[src/isv_pkg.sv]
// shared types and constants of the image signature validator
package isv_pkg;

    typedef logic [7:0] byte_t;

    localparam int HEAD_DEPTH = 24;
    localparam int TAIL_DEPTH = 4;
    localparam int CFG_W      = 32;

    localparam logic [CFG_W-1:0] MAX_PIXELS_RESET = 32'd4194304;

    // png signature followed by the ihdr length and tag
    localparam int PNG_HEAD_LEN = 16;
    localparam byte_t PNG_HEAD [PNG_HEAD_LEN] = '{
        8'h89, 8'h50, 8'h4E, 8'h47, 8'h0D, 8'h0A, 8'h1A, 8'h0A,
        8'h00, 8'h00, 8'h00, 8'h0D, 8'h49, 8'h48, 8'h44, 8'h52
    };
    localparam byte_t JPEG_SOI [3] = '{8'hFF, 8'hD8, 8'hFF};
    localparam byte_t JPEG_EOI [2] = '{8'hFF, 8'hD9};
    localparam byte_t PNG_IEND [TAIL_DEPTH] = '{8'hAE, 8'h42, 8'h60, 8'h82};

    // width and height start in the head store
    localparam int WIDTH_POS  = 16;
    localparam int HEIGHT_POS = 20;

    // result bits in m_tdata
    localparam int OUT_IMAGE_VALID = 0;
    localparam int OUT_JPEG_PATH   = 1;

    // what one head cell shows once the current byte is stored
    typedef struct packed {
        logic  have;
        byte_t val;
    } isv_cell_view_t;

    // file summary taken on the last byte
    typedef struct packed {
        logic        jpeg;
        logic        jpeg_ok;
        logic        png_ok;
        logic [31:0] width;
        logic [31:0] height;
    } isv_snap_t;

endpackage

[src/isv_head_cell.sv]
// one cell of the head store chain: holds one byte and passes its fill mark on
module isv_head_cell
    import isv_pkg::*;
(
    input  logic           clk,
    input  logic           rst_n,
    input  logic           en,
    input  logic           clr,
    input  logic           tok_in,
    input  byte_t          byte_in,
    output logic           filled,
    output isv_cell_view_t view
);

    logic  filled_reg;
    logic  filled_next;
    byte_t data_reg;
    logic  tok;

    // the write position is the first cell not yet filled
    assign tok = tok_in & ~filled_reg;

    always_comb
    begin
        filled_next = filled_reg;
        if (en)
        begin
            filled_next = clr ? 1'b0 : (filled_reg | tok);
        end
    end

    always_ff @(posedge clk or negedge rst_n)
    begin
        if (!rst_n)
        begin
            filled_reg <= 1'b0;
        end
        else
        begin
            filled_reg <= filled_next;
        end
    end

    always_ff @(posedge clk)
    begin
        if (en && tok)
        begin
            data_reg <= byte_in;
        end
    end

    assign filled    = filled_reg;
    assign view.have = filled_reg | tok;
    assign view.val  = tok ? byte_in : data_reg;

endmodule

[src/isv_verdict.sv]
// verdict pipeline: pixel product, limit compare and output register
module isv_verdict
    import isv_pkg::*;
(
    input  logic             clk,
    input  logic             rst_n,
    input  logic             in_valid,
    output logic             in_ready,
    input  isv_snap_t        in_snap,
    input  logic [CFG_W-1:0] max_pixels,
    output logic             out_valid,
    input  logic             out_ready,
    output logic [1:0]       out_data
);

    logic        s1_valid_reg;
    isv_snap_t   s1_snap_reg;
    logic        s2_valid_reg;
    logic        s2_jpeg_reg;
    logic        s2_jok_reg;
    logic        s2_pok_reg;
    logic [63:0] s2_prod_reg;
    logic        out_valid_reg;
    logic [1:0]  out_data_reg;
    logic [1:0]  out_data_next;
    logic        en1;
    logic        en2;
    logic        en_out;
    logic        prod_ok;

    assign en_out   = ~out_valid_reg | out_ready;
    assign en2      = ~s2_valid_reg | en_out;
    assign en1      = ~s1_valid_reg | en2;
    assign in_ready = en1;

    assign prod_ok = (s2_prod_reg[63:32] == 32'd0) && (s2_prod_reg[31:0] <= max_pixels);

    always_comb
    begin
        out_data_next                  = 2'b00;
        out_data_next[OUT_JPEG_PATH]   = s2_jpeg_reg;
        out_data_next[OUT_IMAGE_VALID] = s2_jpeg_reg ? s2_jok_reg : (s2_pok_reg & prod_ok);
    end

    always_ff @(posedge clk or negedge rst_n)
    begin
        if (!rst_n)
        begin
            s1_valid_reg  <= 1'b0;
            s2_valid_reg  <= 1'b0;
            out_valid_reg <= 1'b0;
        end
        else
        begin
            if (en1)
            begin
                s1_valid_reg <= in_valid;
            end
            if (en2)
            begin
                s2_valid_reg <= s1_valid_reg;
            end
            if (en_out)
            begin
                out_valid_reg <= s2_valid_reg;
            end
        end
    end

    always_ff @(posedge clk)
    begin
        if (en1 && in_valid)
        begin
            s1_snap_reg <= in_snap;
        end
        if (en2 && s1_valid_reg)
        begin
            s2_jpeg_reg <= s1_snap_reg.jpeg;
            s2_jok_reg  <= s1_snap_reg.jpeg_ok;
            s2_pok_reg  <= s1_snap_reg.png_ok && (s1_snap_reg.width != 32'd0)
                           && (s1_snap_reg.height != 32'd0);
            s2_prod_reg <= 64'(s1_snap_reg.width) * 64'(s1_snap_reg.height);
        end
        if (en_out && s2_valid_reg)
        begin
            out_data_reg <= out_data_next;
        end
    end

    assign out_valid = out_valid_reg;
    assign out_data  = out_data_reg;

    // a stall at the input means every stage holds a verdict
    a_full_when_stalled: assert property (@(posedge clk) disable iff (!rst_n)
        !in_ready |-> (s1_valid_reg && s2_valid_reg && out_valid_reg))
        else $error("input stalled with an empty stage");

    a_request_enters: assert property (@(posedge clk) disable iff (!rst_n)
        (in_valid && in_ready) |=> s1_valid_reg)
        else $error("accepted request lost at first stage");

    a_product_moves: assert property (@(posedge clk) disable iff (!rst_n)
        (en2 && s1_valid_reg) |=> s2_valid_reg)
        else $error("request lost at product stage");

endmodule

[src/image_signature_validator.sv]
// top level of the streaming jpeg/png signature and completeness check
// One byte of the file is taken each clock cycle on the s_ side, s_tlast marking the file's
// last byte, and files may follow one another with no gap. The first 24 bytes fill a chain of
// head cells and the last four bytes sit in a shift window; on the last byte the file is
// summarized and goes down a three-stage verdict pipeline (capture, 32x32 pixel product,
// limit compare into the output register), and m_tvalid rises once the output register is
// loaded; a stalled output holds it back. Throughput stays one byte per cycle while s_tready
// is high. While m_tready is low the pipeline holds up to three verdicts, after which
// s_tready drops until a verdict leaves. The user must write max_pixels on the cfg_ channel
// only while no file is in flight; the block does not enforce this.
module image_signature_validator
    import isv_pkg::*;
(
    input  logic             clk,
    input  logic             rst_n,
    input  logic             s_tvalid,
    output logic             s_tready,
    input  logic [7:0]       s_tdata,   // byte_value
    input  logic             s_tlast,   // last_byte
    output logic             m_tvalid,
    input  logic             m_tready,
    output logic [7:0]       m_tdata,   // image_valid, jpeg_path, zero fill
    input  logic             cfg_valid,
    output logic             cfg_ready,
    input  logic [CFG_W-1:0] cfg_data   // max_pixels
);

    logic             accept;
    logic             push;
    logic [CFG_W-1:0] max_pixels_reg;
    logic             filled [HEAD_DEPTH];
    isv_cell_view_t   view   [HEAD_DEPTH];
    byte_t            tail_reg [TAIL_DEPTH];
    isv_snap_t        snap;
    logic             png_head_ok;
    logic [1:0]       verdict;

    assign accept    = s_tvalid & s_tready;
    assign push      = accept & s_tlast;
    assign cfg_ready = 1'b1;

    always_ff @(posedge clk or negedge rst_n)
    begin
        if (!rst_n)
        begin
            max_pixels_reg <= MAX_PIXELS_RESET;
        end
        else if (cfg_valid)
        begin
            max_pixels_reg <= cfg_data;
        end
    end

    for (genvar k = 0; k < HEAD_DEPTH; k++)
    begin : g_head
        isv_head_cell u_cell (
            .clk     (clk),
            .rst_n   (rst_n),
            .en      (accept),
            .clr     (s_tlast),
            .tok_in  ((k == 0) ? 1'b1 : filled[(k == 0) ? 0 : k - 1]),
            .byte_in (s_tdata),
            .filled  (filled[k]),
            .view    (view[k])
        );
    end

    // window of the most recent bytes, oldest first
    always_ff @(posedge clk)
    begin
        if (accept)
        begin
            for (int i = 0; i < TAIL_DEPTH - 1; i++)
            begin
                tail_reg[i] <= tail_reg[i + 1];
            end
            tail_reg[TAIL_DEPTH - 1] <= s_tdata;
        end
    end

    always_comb
    begin
        png_head_ok = 1'b1;
        for (int i = 0; i < PNG_HEAD_LEN; i++)
        begin
            png_head_ok = png_head_ok & (view[i].val == PNG_HEAD[i]);
        end
    end

    // the file length gates every check, so stale entries never count
    always_comb
    begin
        snap.jpeg    = view[2].have && (view[0].val == JPEG_SOI[0])
                       && (view[1].val == JPEG_SOI[1]) && (view[2].val == JPEG_SOI[2]);
        snap.jpeg_ok = (tail_reg[TAIL_DEPTH - 1] == JPEG_EOI[0]) && (s_tdata == JPEG_EOI[1]);
        snap.png_ok  = view[HEAD_DEPTH - 1].have && png_head_ok
                       && (tail_reg[1] == PNG_IEND[0]) && (tail_reg[2] == PNG_IEND[1])
                       && (tail_reg[3] == PNG_IEND[2]) && (s_tdata == PNG_IEND[3]);
        snap.width   = {view[WIDTH_POS].val, view[WIDTH_POS + 1].val,
                        view[WIDTH_POS + 2].val, view[WIDTH_POS + 3].val};
        snap.height  = {view[HEIGHT_POS].val, view[HEIGHT_POS + 1].val,
                        view[HEIGHT_POS + 2].val, view[HEIGHT_POS + 3].val};
    end

    isv_verdict u_verdict (
        .clk        (clk),
        .rst_n      (rst_n),
        .in_valid   (push),
        .in_ready   (s_tready),
        .in_snap    (snap),
        .max_pixels (max_pixels_reg),
        .out_valid  (m_tvalid),
        .out_ready  (m_tready),
        .out_data   (verdict)
    );

    assign m_tdata = {6'd0, verdict};

endmodule
[config.mk]
export PLATFORM = sky130hd
export DESIGN_NAME = image_signature_validator
export DESIGN_NICKNAME = d
export VERILOG_FILES = /design/src/isv_pkg.sv /design/src/isv_head_cell.sv /design/src/isv_verdict.sv /design/src/image_signature_validator.sv
export SDC_FILE = /design/constraint.sdc
export NUM_CORES = 2
export LEC_CHECK = 0
export ABC_AREA = 1
export BUFFER_PORTS_ARGS = -buffer_cell sky130_fd_sc_hd__buf_4
export CAP_MARGIN = 10
export CORE_UTILIZATION = 45
export CTS_BUF_LIST = sky130_fd_sc_hd__clkbuf_4
export DETAILED_ROUTE_END_ITERATION = 12
export SYNTH_ARGS = -nofsm -noshare
export SYNTH_HDL_FRONTEND = slang
export SYNTH_SLANG_ARGS = --single-unit
export TNS_END_PERCENT = 50
[constraint.sdc]
create_clock -name clk -period 11.4 [get_ports clk]
set_input_delay 0.57 -clock clk [delete_from_list [all_inputs] [get_ports clk]]
set_output_delay 0.57 -clock clk [all_outputs]
set_load 0.01 [all_outputs]
==> results.toml <==
[yosys]
synth.most_common_cell = "nand2_1"
synth_edf_count = 352
synth_top_area_share_pct = 34.6
ys_types = 38
synth_area_leaders = "fa_1 35%, edfxtp_1 20%, nand2_1 13%"
synthesis.instances = 6169
synth_flop_cell = "edfxtp_1"
netlist_area_um2 = 51900
yosysWarningCount = 0
synth_largest_area_cell = "fa_1"
synth_seq_cells = 411
synth-async-reset-ratio_pct = 14.4
ys_seq_area_share_pct = 23.2
synth.avg_cell_area_um2 = 8.41
synthTopCellsByCount = "1,800 x nand2_1, 1,782 x inv_1, 896 x fa_1"

[clock_network]
cts_made_buffers = 104
cts.clk_slew.worst_paths_ns = 0.07
clk_latency_ns = 0.91
cts.path.max_buffers = 3
cts_tree = "built"
cts_root_buffer = "clkbuf_4"
post_cts_buffers = 0
cts_num_sinks = 411
htree_levels = 3

[sta]
skew_ns = 0.0777
tns_ns = 0
report.final.slew_viol_count = 0
tightest_slew_ns = 0.994
rsz0062_at_grt = "false"
max_slew_margin_pct = 33.7
finalCritPeriodShare_pct = 68.8
setup_viol = 0
hold_viol_final = 0
fin_crit_ns = 7.84
fmax_ghz = 0.128

[setup_path]
r2r_cells = 25
r2r_slack_ns = 3.56
required_ns = 12.03
path_depth = 25
max_stage_delay_ns = 0.88
cp_top_family = "adder cells"
critPathMostFrequentCell = "fa_1"
timing.rr.end = "u_verdict.s2_prod_reg[60]$_DFFE_PP_"
arrival_ns = 8.47
crit_type = "register to register"
startpoint = "u_verdict.s1_snap_reg[51]$_DFFE_PP_"
end_kind = "register"
critPathLaunchType = "register"
cp_slowest_cell = "edfxtp_1"
rr_startpoint = "u_verdict.s1_snap_reg[51]$_DFFE_PP_"
cp_max_fo = 18
cp-endpoint = "u_verdict.s2_prod_reg[60]$_DFFE_PP_"
crit_buf_inv = 6

[layout]
fillers = 11079
fin_nets = 7379
syn_to_final_growth_pct = 6.72
layout-drive-gt1-share_pct = 4.86
largest_reg_flops = 192

[global_route]
busiest_layer = "met2"
met1_usage_pct = 33.7
grt.overflow.total = 0
met2_usage_pct = 45.1
grt_max_degree = 75
gr-usage-met3_pct = 4.18
antenna_found_initial = 3
grt_pass1_wl_um = 233000
grt_pass1_vias = 41119
grt_use_total_pct = 26.2

[placement]
io_buffers = 49
globalplace.congestion = 0.968
hpwl_um = 109000

[floorplanning]
pin_count = 57
coreArea_um2 = 114000
die_area_um2 = 117000
fp.dieW_um = 341
die_h_um = 341
start_util_pct = 45.4
rows = 124

[min_path]
hold_depth = 1
hp-class = "input port to register"

[detailed_routing]
drtIter0Drc = 2784
ant_nets = 0
routed_wl_um = 148000
num_vias = 38663
drc = 0
wl_per_cell_um = 19.1
viasPerCell = 4.99
dr.pass1.iters = 7

[run]
drv_cap = 0

[run_status]
status = "complete, no violations"
## metrics by stage
| step | hold WS (ns) | utilization (%) | instance area (µm²) | setup WS [ns] | cells |
|---|---|---|---|---|---|
| finish | 0.141 | 48.4 | 55300 | 3.56 | 7751 |
| global route | 0.0792 | 48.4 | 55300 | 3.22 | 7749 |
| CTS | 0.0642 | 48.4 | 55300 | 3.54 | 7745 |
| detailed placement | 0.406 | 46.8 | 53500 | 3.61 | 7513 |
| global placement | 0.411 | 46.8 | 53500 | 3.63 | 7513 |
| floorplan | 0.274 | - | 51900 | 4.95 | 6174 |
## worst min-delay path by stage
stage                                        startpoint                                      end  slack [ns]
global placement    u_verdict.s1_snap_reg[65]$_DFFE_PP_           u_verdict.s2_jok_reg$_DFFE_PP_        0.41
detailed placement  u_verdict.s1_snap_reg[65]$_DFFE_PP_           u_verdict.s2_jok_reg$_DFFE_PP_        0.41
finish                                       s_tdata[5]  g_head[18].u_cell.data_reg[5]$_DFFE_PP_        0.14
CTS                                          s_tdata[5]  g_head[21].u_cell.data_reg[5]$_DFFE_PP_        0.06
floorplan                                         rst_n      g_head[0].u_cell.filled$_DFFE_PN0P_        0.27
global route                                 s_tdata[5]  g_head[18].u_cell.data_reg[5]$_DFFE_PP_        0.08
## cells by family (layout without fill, tap and decap cells)
group / Yosys count / in the layout / share of synthesized area [%]
AND/OR/NAND/NOR: 2219 / 2219 / 17.0
other: 2 / 13 / 0.0145
XOR/XNOR: 34 / 34 / 0.574
buffers and inverters: 2075 / 2134 / 15.1
flip-flops: 411 / 411 / 23.2
multiplexers: 1 / 1 / 0.0217
adder cells (fa/ha/maj): 1191 / 1191 / 41.7
AO/OA/AOI/OAI: 236 / 236 / 2.38
## layout make-up
cell class	count	area (µm²)	share of cell area, %
sequential	411	12000	21.8
timing repair buffer	152	1230	2.22
inverter	1785	6700	12.1
antenna	6	15.0	0.0271
clock buffer	157	1180	2.13
clock inverter	40	283	0.511
multi-input combinational	3688	32000	57.8
tap	1512	1890	3.42
## cell usage in the layout, fill, tap and decap left out, types with 29 or more instances in the layout
| cell | count |
|---|---|
| a21oi_1 | 92 |
| buf_4 | 117 |
| clkbuf_4 | 157 |
| clkinv_1 | 29 |
| dfrtp_1 | 58 |
| dlygate4sd3_1 | 35 |
| edfxtp_1 | 352 |
| fa_1 | 896 |
| ha_1 | 295 |
| inv_1 | 1781 |
| nand2_1 | 1800 |
| nand3_1 | 88 |
| nand4_1 | 53 |
| nor2_1 | 177 |
| nor3_1 | 33 |
| nor4_1 | 32 |
| o21ai_0 | 116 |
| xor2_1 | 32 |
## metal layers
layer	wire length, µm	vias up	share of wire (%)
met4	5190	0	3.5
met3	10700	288	7.2
met5	0	-	0
li1	-	17784	-
met1	59400	19227	40
met2	72800	1364	49
## repair_timing
action	4_1_cts	5_1_grt
gates resized for setup	0	0
hold buffers	35	0
endpoints found under the hold margin	93	0
## worst reg2reg max path, stage by stage (launching register included)
cell      delay (ns)
edfxtp_1        0.88
buf_4           0.44
nand2_1         0.09
inv_1           0.09
fa_1            0.42
fa_1            0.55
inv_1           0.06
fa_1            0.50
fa_1            0.51
inv_1           0.06
fa_1            0.55
fa_1            0.45
fa_1            0.50
inv_1           0.05
fa_1            0.47
inv_1           0.05
ha_1            0.36
nand2_1         0.14
nor2_1          0.30
nand2_1         0.21
nor2_1          0.29
nand2_1         0.09
nand2_1         0.24
nand2_1         0.13
nand3_1         0.10
nand2_1         0.05
Power is not shown: default switching activity piles up to over one toggle a cycle in this logic, so the estimate is an artifact.
